## src/hdl/rcpw_pkg.sv

```systemverilog
// ----------------------------------------------------------------------------
// RC pulse width capture package
// Shared constants, register codes and record types of the capture block.
// ----------------------------------------------------------------------------
package rcpw_pkg;

  // Number of capture channels and the width of a channel index in storage.
  localparam int NUM_CHANNELS = 4;
  localparam int ChIdxW       = (NUM_CHANNELS > 1) ? $clog2(NUM_CHANNELS) : 1;

  // Fixed field widths.
  localparam int ChanW = 2;
  localparam int TimeW = 16;
  localparam int CfgIdxW = 2;

  // Reset values.
  localparam logic [TimeW-1:0] MinOnReset    = 16'd950;
  localparam logic [TimeW-1:0] MaxOnReset    = 16'd2075;
  localparam logic [TimeW-1:0] MinOffReset   = 16'd1000;
  localparam logic [TimeW-1:0] MaxOffReset   = 16'd22000;
  localparam logic [TimeW-1:0] WidthReset    = 16'd1500;

  // Configuration register indexes.
  typedef enum logic [CfgIdxW-1:0] {
    CFG_MIN_ON  = 2'd0,
    CFG_MAX_ON  = 2'd1,
    CFG_MIN_OFF = 2'd2,
    CFG_MAX_OFF = 2'd3
  } cfg_idx_e;

  // Request codes.
  localparam logic REQ_EDGE = 1'b0;
  localparam logic REQ_READ = 1'b1;

  // Acceptance windows.
  typedef struct packed {
    logic [TimeW-1:0] min_on;
    logic [TimeW-1:0] max_on;
    logic [TimeW-1:0] min_off;
    logic [TimeW-1:0] max_off;
  } window_cfg_t;

  // Per-channel state record.
  typedef struct packed {
    logic             phase;   // 1: waiting for the falling edge
    logic [TimeW-1:0] rise;
    logic [TimeW-1:0] fall;
    logic [TimeW-1:0] width;
  } chan_state_t;

endpackage

```

## src/hdl/rcpw_edge_eval.sv

```systemverilog
// ----------------------------------------------------------------------------
// RC pulse width edge evaluator
// Computes the next state of one channel for an edge event or a read.
// ----------------------------------------------------------------------------
module rcpw_edge_eval (
  input  rcpw_pkg::chan_state_t       cur_i,
  input  rcpw_pkg::window_cfg_t       cfg_i,
  input  logic                        req_type_i,
  input  logic [rcpw_pkg::TimeW-1:0]  edge_time_i,
  output rcpw_pkg::chan_state_t       nxt_o,
  output logic                        updated_o
);
  import rcpw_pkg::*;

  logic [TimeW-1:0] older;
  logic [TimeW-1:0] diff;
  logic [TimeW-1:0] span;
  logic             in_on_win;
  logic             in_off_win;

  // Interval since the older time; a non-increasing pair wraps through 0xFFFF,
  // which is the plain difference less one.
  always_comb begin
    older = cur_i.phase ? cur_i.rise : cur_i.fall;
    diff  = edge_time_i - older;
    span  = (edge_time_i > older) ? diff : (diff - TimeW'(1));
  end

  assign in_on_win  = (span >= cfg_i.min_on)  && (span <= cfg_i.max_on);
  assign in_off_win = (span >= cfg_i.min_off) && (span <= cfg_i.max_off);

  // Next state: an edge always stores its time, phase and width follow the window; a read leaves the state unchanged.
  always_comb begin
    nxt_o     = cur_i;
    updated_o = 1'b0;
    if (req_type_i == REQ_EDGE) begin
      if (!cur_i.phase) begin
        nxt_o.rise = edge_time_i;
        if (in_off_win) begin
          nxt_o.phase = 1'b1;
        end
      end else begin
        nxt_o.fall = edge_time_i;
        if (in_on_win) begin
          nxt_o.width = span;
          nxt_o.phase = 1'b0;
          updated_o   = 1'b1;
        end
      end
    end
  end

endmodule

```

## src/hdl/rc_pwm_pulse_width_capture.sv

```systemverilog
// ----------------------------------------------------------------------------
// RC servo pulse width capture
// Decodes servo pulse widths on several channels from timestamped edges.
// ----------------------------------------------------------------------------
//  Channel   Handshake                 Payload
//  input     in_valid_i / in_stall_o   req_type_i, chan_index_i, edge_time_i
//  output    out_valid_o / out_stall_i out_chan_o, pulse_width_o,
//                                      width_updated_o, awaiting_fall_o
//  config    cfg_valid_i / cfg_ready_o cfg_index_i, cfg_data_i
//
//  One transaction per clock sustained while the output is not stalled; a
//  transaction passes through the input register, then the channel
//  read-modify-write into the result register. Channel state lives in
//  flip-flops and is updated in the same cycle it is read, so back-to-back
//  transactions on one channel chain. Reset restores the window registers
//  and all channel state at once. A stalled output holds its result; the
//  input stalls only when both registers are full.
// ----------------------------------------------------------------------------
module rc_pwm_pulse_width_capture (
  input  logic                          clk_i,
  input  logic                          rst_ni,
  // Input channel
  input  logic                          in_valid_i,
  output logic                          in_stall_o,
  input  logic                          req_type_i,
  input  logic [rcpw_pkg::ChanW-1:0]    chan_index_i,
  input  logic [rcpw_pkg::TimeW-1:0]    edge_time_i,
  // Output channel
  output logic                          out_valid_o,
  input  logic                          out_stall_i,
  output logic [rcpw_pkg::ChanW-1:0]    out_chan_o,
  output logic [rcpw_pkg::TimeW-1:0]    pulse_width_o,
  output logic                          width_updated_o,
  output logic                          awaiting_fall_o,
  // Configuration channel
  input  logic                          cfg_valid_i,
  output logic                          cfg_ready_o,
  input  logic [rcpw_pkg::CfgIdxW-1:0]  cfg_index_i,
  input  logic [rcpw_pkg::TimeW-1:0]    cfg_data_i
);
  import rcpw_pkg::*;

  localparam int ChanExtW = (ChIdxW > ChanW) ? ChIdxW : ChanW;

  window_cfg_t      cfg_q;
  chan_state_t      state_q [NUM_CHANNELS];

  logic             s1_valid_q;
  logic             s1_req_q;
  logic [ChanW-1:0] s1_chan_q;
  logic [TimeW-1:0] s1_time_q;

  logic             out_valid_q;
  logic [ChanW-1:0] out_chan_q;
  logic [TimeW-1:0] out_width_q;
  logic             out_upd_q;
  logic             out_fall_q;

  logic                s1_adv;
  logic                in_acc;
  logic [ChanExtW-1:0] chan_ext;
  logic [ChIdxW-1:0]   ch_idx;
  logic                in_range;
  chan_state_t         cur_state;
  chan_state_t         nxt_state;
  logic                updated;

  // Configuration writes are always taken.
  assign cfg_ready_o = 1'b1;

  always_ff @(posedge clk_i or negedge rst_ni) begin
    if (!rst_ni) begin
      cfg_q.min_on  <= MinOnReset;
      cfg_q.max_on  <= MaxOnReset;
      cfg_q.min_off <= MinOffReset;
      cfg_q.max_off <= MaxOffReset;
    end else if (cfg_valid_i) begin
      unique case (cfg_idx_e'(cfg_index_i))
        CFG_MIN_ON:  cfg_q.min_on  <= cfg_data_i;
        CFG_MAX_ON:  cfg_q.max_on  <= cfg_data_i;
        CFG_MIN_OFF: cfg_q.min_off <= cfg_data_i;
        CFG_MAX_OFF: cfg_q.max_off <= cfg_data_i;
        default: ;
      endcase
    end
  end

  // Pipeline flow control: stage one moves on when the result slot frees up.
  assign s1_adv     = s1_valid_q && (!out_valid_q || !out_stall_i);
  assign in_stall_o = s1_valid_q && !s1_adv;
  assign in_acc     = in_valid_i && !in_stall_o;

  // Input register.
  always_ff @(posedge clk_i or negedge rst_ni) begin
    if (!rst_ni) begin
      s1_valid_q <= 1'b0;
    end else if (in_acc || s1_adv) begin
      s1_valid_q <= in_acc;
    end
  end

  always_ff @(posedge clk_i) begin
    if (in_acc) begin
      s1_req_q  <= req_type_i;
      s1_chan_q <= chan_index_i;
      s1_time_q <= edge_time_i;
    end
  end

  // Channel selection.
  always_comb begin
    chan_ext  = ChanExtW'(s1_chan_q);
    ch_idx    = chan_ext[ChIdxW-1:0];
    in_range  = (int'(s1_chan_q) < NUM_CHANNELS);
    cur_state = state_q[ch_idx];
  end

  rcpw_edge_eval u_eval (
    .cur_i       (cur_state),
    .cfg_i       (cfg_q),
    .req_type_i  (s1_req_q),
    .edge_time_i (s1_time_q),
    .nxt_o       (nxt_state),
    .updated_o   (updated)
  );

  // Channel state write-back.
  always_ff @(posedge clk_i or negedge rst_ni) begin
    if (!rst_ni) begin
      for (int c = 0; c < NUM_CHANNELS; c++) begin
        state_q[c].phase <= 1'b0;
        state_q[c].rise  <= '0;
        state_q[c].fall  <= '0;
        state_q[c].width <= WidthReset;
      end
    end else if (s1_adv && in_range) begin
      state_q[ch_idx] <= nxt_state;
    end
  end

  // Result register.
  always_ff @(posedge clk_i or negedge rst_ni) begin
    if (!rst_ni) begin
      out_valid_q <= 1'b0;
    end else if (s1_adv || !out_stall_i) begin
      out_valid_q <= s1_adv;
    end
  end

  always_ff @(posedge clk_i) begin
    if (s1_adv) begin
      out_chan_q  <= s1_chan_q;
      out_width_q <= in_range ? nxt_state.width : '0;
      out_upd_q   <= in_range && updated;
      out_fall_q  <= in_range && nxt_state.phase;
    end
  end

  assign out_valid_o     = out_valid_q;
  assign out_chan_o      = out_chan_q;
  assign pulse_width_o   = out_width_q;
  assign width_updated_o = out_upd_q;
  assign awaiting_fall_o = out_fall_q;

endmodule

```

## config.mk

```make
export PLATFORM = sky130hd
export DESIGN_NAME = rc_pwm_pulse_width_capture
export DESIGN_NICKNAME = d
export VERILOG_FILES = /design/src/hdl/rcpw_pkg.sv /design/src/hdl/rcpw_edge_eval.sv /design/src/hdl/rc_pwm_pulse_width_capture.sv
export SDC_FILE = /design/constraint.sdc
export NUM_CORES = 1
export LEC_CHECK = 0
export BUFFER_PORTS_ARGS = -buffer_cell sky130_fd_sc_hd__buf_4
export CAP_MARGIN = 20
export CORE_MARGIN = 2
export CORE_UTILIZATION = 45
export DETAILED_ROUTE_END_ITERATION = 8
export PLACE_DENSITY_LB_ADDON = 0.08
export SYNTH_ARGS = -nofsm -noshare
export SYNTH_HDL_FRONTEND = slang
export SYNTH_SLANG_ARGS = --single-unit
```

## constraint.sdc

```tcl
create_clock -name clk_i -period 12.5 [get_ports clk_i]
set_input_delay 0.625 -clock clk_i [delete_from_list [all_inputs] [get_ports clk_i]]
set_output_delay 0.625 -clock clk_i [all_outputs]
set_load 0.02 [all_outputs]
```

==> results.ini, run 1 <==
[grt]
first_global_vias = 10600
antenna_found_initial = 0
grt_overflow = 0
grt_pass1_wl_um = 59300
grt_max_degree = 148
grt_usage = 0.211

[drt]
via_per_inst = 5.43
drt-initial-drc-count = 504
wl_per_cell_um = 19.1
vias = 10400
totalWireLength_um = 36500
ant_nets = 0
first_pass_iters = 5
drc = 0

[timing]
hold_ws_ns = 0.211
tns_ns = 0
rsz0062_at_grt = false
finalClockSkew_ns = 0.0143
hold_violations = 0
finalSetupViolCount = 0
slew_violations = 0
fmax_ghz = 0.127
fin_crit_sh = 0.631
slew_headroom = 0.270
worst_slew_pin_slew_ns = 1.09
final.min_clock_period_ns = 7.89

[cts]
insertion_delay_ns = 0.51
cts_hold_buf = 0
cts_root_buffer = clkbuf_16
h-tree-depth = 2
numCtsBuffers = 35
cts_setup_buffers = 0
clkSinkCount = 301
cts_buffer_depth = 3
cts_tree = yes
clk_pin_slew_ns = 0.06
cts_resized = 0

[placed_design]
place_area_um2 = 16400
port-buffer-count = 63
gp_congestion = 0.901
numPlacedInstances = 1847
dp_hpwl_um = 24400

[critical_path]
crit_path_start_kind = register
slowest_stage = buf_4
path_class = register to register
cp.arrival_ns = 8.33
cp-end-kind = register
path_cells = buf_4 -> buf_4 -> mux4_2 -> mux2i_1 -> ha_1 -> nand4_1 -> a211oi_1 -> nor3_1 -> nor4bb_1 -> a221oi_1 -> or4_4 -> nor4b_2 -> xor2_1 -> ha_1 -> nand4_1 -> a211oi_1 -> a2111oi_0 -> o21bai_1 -> nor2_2 -> buf_4 -> or4b_1 -> o211ai_2 -> mux2_2
timing.rr.end = state_q[160]
worstPathRequired_ns = 12.94
r2r_cells = 23
slowest_delay_ns = 0.62
cpMostUsedCell = buf_4
worstReg2RegStart = ch_idx[0]
reg2reg_slack_ns = 4.61
critPathMaxFanout = 32

[die]
initial_core_util = 0.459
io_pins = 65
fp.dieH_um = 189
die_x_um = 189
row_count = 67
core_area_um2 = 33700
die_area_um2 = 35800

[logic_synthesis]
yosys_warnings = 0
netlist_instances = 1390
ys_seq_area_frac = 0.504
synth_top_area_frac = 0.337
avgSynthCellArea_um2 = 11.1
synth_edf_count = 39
synth_area_leaders = dfrtp_1, dfstp_2, edfxtp_1
ys_types = 70
synth_seq_cells = 301
syn_area_um2 = 15500
ys.flop_type = dfrtp_1
synth_commonest_cells = dfrtp_1, nand2_1, o21ai_0
syn-num-nets = 1514
synthMostInstantiatedCell = dfrtp_1
yosysTopAreaCell = dfrtp_1
ys_async_sr_fraction = 0.870

[power_and_ir_drop]
p_leak_nw = 7.79
ir_drop_v = 0.000178
power.density_nw_per_um2 = 287

[final_layout]
finalNetCount = 1561
n_antenna_cell = 0
area_delta_synth_final_pct = 13.3
seqCellArea_um2 = 7790
fin_area_um2 = 17500
multi_input_area_um2 = 7080
fill_cells = 3064
drive_gt1_frac = 0.226
final_cell_count_no_fill = 1911
utilization = 0.520

[worst_hold_path]
hold_class = primary input to async pin

[status]
status = completed

[flow_run]
maxCapViolations = 0

## state kept, by name, indices dropped and copies added (netlist names)
name	count
awaiting_fall_o	1
cfg_q	64
ch_idx	2
out_chan_o	2
out_valid_o	1
pulse_width_o	16
s1_req_q	1
s1_time_q	16
s1_valid_q	1
state_q	196
width_updated_o	1
## where the power goes
part	internal (W)	switching, W	total (W)	leakage, nW
Sequential	0.00139	0.000169	0.00155	3.53
Combinational	0.00102	0.00146	0.00248	3.73
Clock	0.000605	0.000390	0.000995	0.534
Total	0.00301	0.00202	0.00503	7.79
## worst max-delay path, delay by kind of cell, from the launching register on
kind	cells	cell delay, ns
and+or+nand+nor	8	2.88
buffers and inverters	3	1.43
AOI/OAI and AO/OA	6	1.11
muxes	3	0.93
adders and majority gates	2	0.66
DFF	1	0.37
xor gates and xnor gates	1	0.37
## per-layer routing
metal,up-vias,part of all wire,GRT usage
met5,-,0,0
li1,5047,-,-
met2,149,0.50,0.364
met3,52,0.030,0.0265
met4,0,0.017,0.0501
met1,5120,0.45,0.285
## stage by stage
step / power [W] / setup slack [ns]
after global placement: 0.00402 / 4.71
after global routing: 0.00546 / 3.88
after detailed placement: 0.00406 / 4.56
final: 0.00503 / 4.61
after CTS: 0.00508 / 4.53
after floorplan: 0.00328 / 5.28
## cell families after synthesis
logic type               share of synthesized area
adder cells (fa/ha/maj)                     0.0669
multiplexers                                 0.164
other                                     0.000243
XOR/XNOR                                    0.0130
flip-flops                                   0.504
AND/OR/NAND/NOR                             0.0967
AO/OA/AOI/OAI                                0.116
buffers and inverters                       0.0393
## final cells by class
class                      instances  area share
tap                              448      0.0320
multi-input combinational        932       0.404
inverter                          84      0.0180
timing repair buffer              83      0.0372
clock inverter                    11     0.00729
sequential                       301       0.445
clock buffer                      52      0.0561
## worst max-delay path by stage
stage	start	endpoint
floorplan	ch_idx[0]	pulse_width_o[11]
global placement	ch_idx[0]	state_q[160]
detailed placement	ch_idx[0]	state_q[111]
CTS	ch_idx[0]	state_q[62]
global route	ch_idx[0]	state_q[111]
finish	ch_idx[0]	state_q[160]
## cell usage in the layout (no fill, tap or decap), drive strengths merged, types with 5 or more instances in the layout
| cell | count |
|---|---|
| nor2b | 5 |
| dfrtp | 208 |
| mux4 | 48 |
| dfstp | 54 |
| buf | 83 |
| edfxtp | 39 |
| nand2 | 169 |
| mux2i | 57 |
| a21oi | 76 |
| nor4 | 6 |
| nor2 | 79 |
| nor3b | 6 |
| o21ai | 168 |
| clkinv | 7 |
| ha | 81 |
| nand2b | 7 |
| clkbuf | 52 |
| xor2 | 12 |
| a211oi | 7 |
| mux2 | 78 |
| or2 | 5 |
| a31oi | 5 |
| xnor2 | 11 |
| inv | 84 |
| nand3 | 15 |
| a21o | 21 |
| nand4 | 13 |
Note: power is estimated with default switching activity, not from simulation.
==> run 2: changes to the inputs <==
==> constraint.sdc (replaced) <==
create_clock -name clk_i -period 7.87 [get_ports clk_i]
set_input_delay 0.3935 -clock clk_i [delete_from_list [all_inputs] [get_ports clk_i]]
set_output_delay 0.3935 -clock clk_i [all_outputs]
set_load 0.02 [all_outputs]
==> run 2 against run 1 <==
Via count barely moved; cell count rose by 0.78%; clock-buffer cell count rose by 6; worst setup slack got worse by 3.9 ns; sequential share of layout area fell by 0.36 points; maximum frequency rose by 9.7%; routed wire length rose by 0.75%; total power rose by 62%; critical path type unchanged; critical endpoint is now pulse_width_o[2]; largest power group unchanged; highest routed layer unchanged.
==> results.ini, run 2 (synthesis gave the netlist of run 1 again) <==
[timing]
final.min_clock_period_ns = 7.20  ; -0.695 ns
finalClockSkew_ns = 0.0167  ; +0.00238 ns
fmax_ghz = 0.139  ; +9.7%
rsz0062_at_grt = false
timing.final.ws_setup_ns = 0.673  ; -3.93 ns
hold_ws_ns = 0.0585  ; -0.153 ns
tns_ns = 0  ; unchanged
finalSetupViolCount = 0  ; unchanged
fin_crit_sh = 0.914  ; +0.283
slew_headroom = 0.293  ; +0.0223
hold_violations = 0  ; unchanged
worst_slew_pin_slew_ns = 1.06  ; -0.0334 ns
slew_violations = 0  ; unchanged

[die]
io_pins = 65  ; unchanged
core_area_um2 = 33700  ; unchanged
die_area_um2 = 35800  ; unchanged
initial_core_util = 0.459  ; unchanged
row_count = 67  ; unchanged
fp.dieH_um = 189  ; unchanged
die_x_um = 189  ; unchanged

[grt]
grt_max_degree = 137  ; -7.4%
grt_usage = 0.211  ; about the same
met1_usage = 0.284  ; -0.00117
first_global_vias = 10500  ; -1.4%
use_met3 = 0.0282  ; +0.00167
grt_pass1_wl_um = 59200  ; -0.21%
use_met2 = 0.367  ; +0.00366
antenna_found_initial = 0  ; unchanged
grt_overflow = 0  ; unchanged
gr-max-usage-layer = met2

[cts]
clkSinkCount = 301  ; unchanged
insertion_delay_ns = 0.51  ; about the same
cts_buffer_depth = 3  ; unchanged
cts_resized = 0  ; unchanged
cts_tree = yes
cts_setup_buffers = 0  ; unchanged
cts_hold_buf = 1  ; +1
clk_pin_slew_ns = 0.06  ; about the same
numCtsBuffers = 36  ; +2.9%
cts_root_buffer = clkbuf_16
h-tree-depth = 2  ; unchanged

[final_layout]
final_cell_count_no_fill = 1926  ; +0.78%
top_regs = state_q: 196 flops, cfg_q: 64 flops
final_common_cell = dfrtp_1
area_delta_synth_final_pct = 14.2
utilization = 0.524  ; +0.00423
n_antenna_cell = 0  ; unchanged
multi_input_area_um2 = 7080  ; about the same
fill_cells = 3108  ; +1.4%
seqCellArea_um2 = 7790  ; unchanged
finalNetCount = 1576  ; +0.96%
top_register = state_q
largest_reg_flops = 196  ; unchanged
final_cell_mix = dfrtp_1, nand2_1, o21ai_0
drive_gt1_frac = 0.235  ; +0.00853

[placed_design]
port-buffer-count = 63  ; unchanged
dp_hpwl_um = 24900  ; +1.9%
numPlacedInstances = 1861  ; +0.76%
gp_congestion = 0.838  ; -7.0%
dp_slack_ns = 0.763  ; -3.79 ns

[drt]
drc = 0  ; unchanged
ant_nets = 0  ; unchanged
totalWireLength_um = 36800  ; +0.75%
vias = 10400  ; -0.058%
via_per_inst = 5.38  ; -0.84%
drt-initial-drc-count = 507  ; +0.60%
first_pass_iters = 5  ; unchanged
wl_per_cell_um = 19.1  ; about the same

[power_and_ir_drop]
p_leak_nw = 7.87  ; +1.1%
ir_drop_v = 0.000194  ; +9.5%
power.density_nw_per_um2 = 461  ; +60%

[critical_path]
critPathMaxFanout = 14  ; -56%
slowest_stage = or4_4
path_cells = mux4_2 -> buf_4 -> mux2i_1 -> ha_1 -> nand4_1 -> a211oi_1 -> nor3_1 -> nor4bb_1 -> a221oi_1 -> or4_4 -> nor4b_2 -> xor2_1 -> ha_1 -> nand4_1 -> a211oi_1 -> a2111oi_0 -> o21bai_1 -> nor2_2 -> buf_4 -> mux2i_1 -> inv_1
cp.arrival_ns = 7.43  ; -0.90 ns
cp-end-kind = register
path_class = register to register
cp_top_family = simple AND/OR/NAND/NOR gates
worstPathRequired_ns = 8.10  ; -4.84 ns
slowest_delay_ns = 0.57  ; -0.05 ns
reg2reg_slack_ns = 0.67  ; -3.93 ns
crit_path_start_kind = register
worstPathBufferInverterCount = 3  ; unchanged

[flow_run]
maxCapViolations = 0  ; unchanged

[worst_hold_path]
hold_class = primary input to register

[status]
status = completed

==> run 2: report_power, final <==
part	switching [W]	internal (W)	total (W)
Sequential	0.000269	0.00220	0.00247
Combinational	0.00236	0.00175	0.00411
Clock	0.000617	0.000941	0.00156
Total	0.00325	0.00489	0.00813
==> run 2: per-stage QoR <==
stage	power [W]	cell area, um^2
after floorplan	0.00520	15500
after global placement	0.00653	16500
after detailed placement	0.00661	16500
final	0.00813	17700
after global routing	0.00882	17700
after CTS	0.00821	17700
==> run 2: path summary, 6_finish.rpt <==
check / start / end / depth (start not counted)
min in group asynchronous: rst_ni / cfg_q[27] / 2
max reg2reg: ch_idx[0] / pulse_width_o[2] / 21
max in group asynchronous: rst_ni / cfg_q[15] / 3
min: edge_time_i[14] / s1_time_q[14] / 1
max: ch_idx[0] / pulse_width_o[2] / 21
min reg2reg: state_q[124] / state_q[124] / 2
==> run 2: final cells by class <==
cell class	count	area share
inverters	84	0.0179
well taps	448	0.0318
clock inverters	6	0.00163
flip-flops and latches	301	0.442
repair buffers	97	0.0444
clock buffers	58	0.0615
multi-input cells	932	0.401
==> run 2: layer usage <==
metal	part of all wire	wire length (um)
met1	0.45	16700
met2	0.50	18400
met3	0.033	1200
met4	0.014	521
met5	0	0
==> run 2: worst reg2reg max path: cells and delay by family, from the launching register on <==
family	cells	cell delay, ns
AOI/OAI and AO/OA	5	0.95
xor gates and xnor gates	1	0.26
adders and majority gates	2	0.68
buffers and inverters	3	0.82
DFF	1	0.44
muxes	3	1.26
and+or+nand+nor	7	2.52
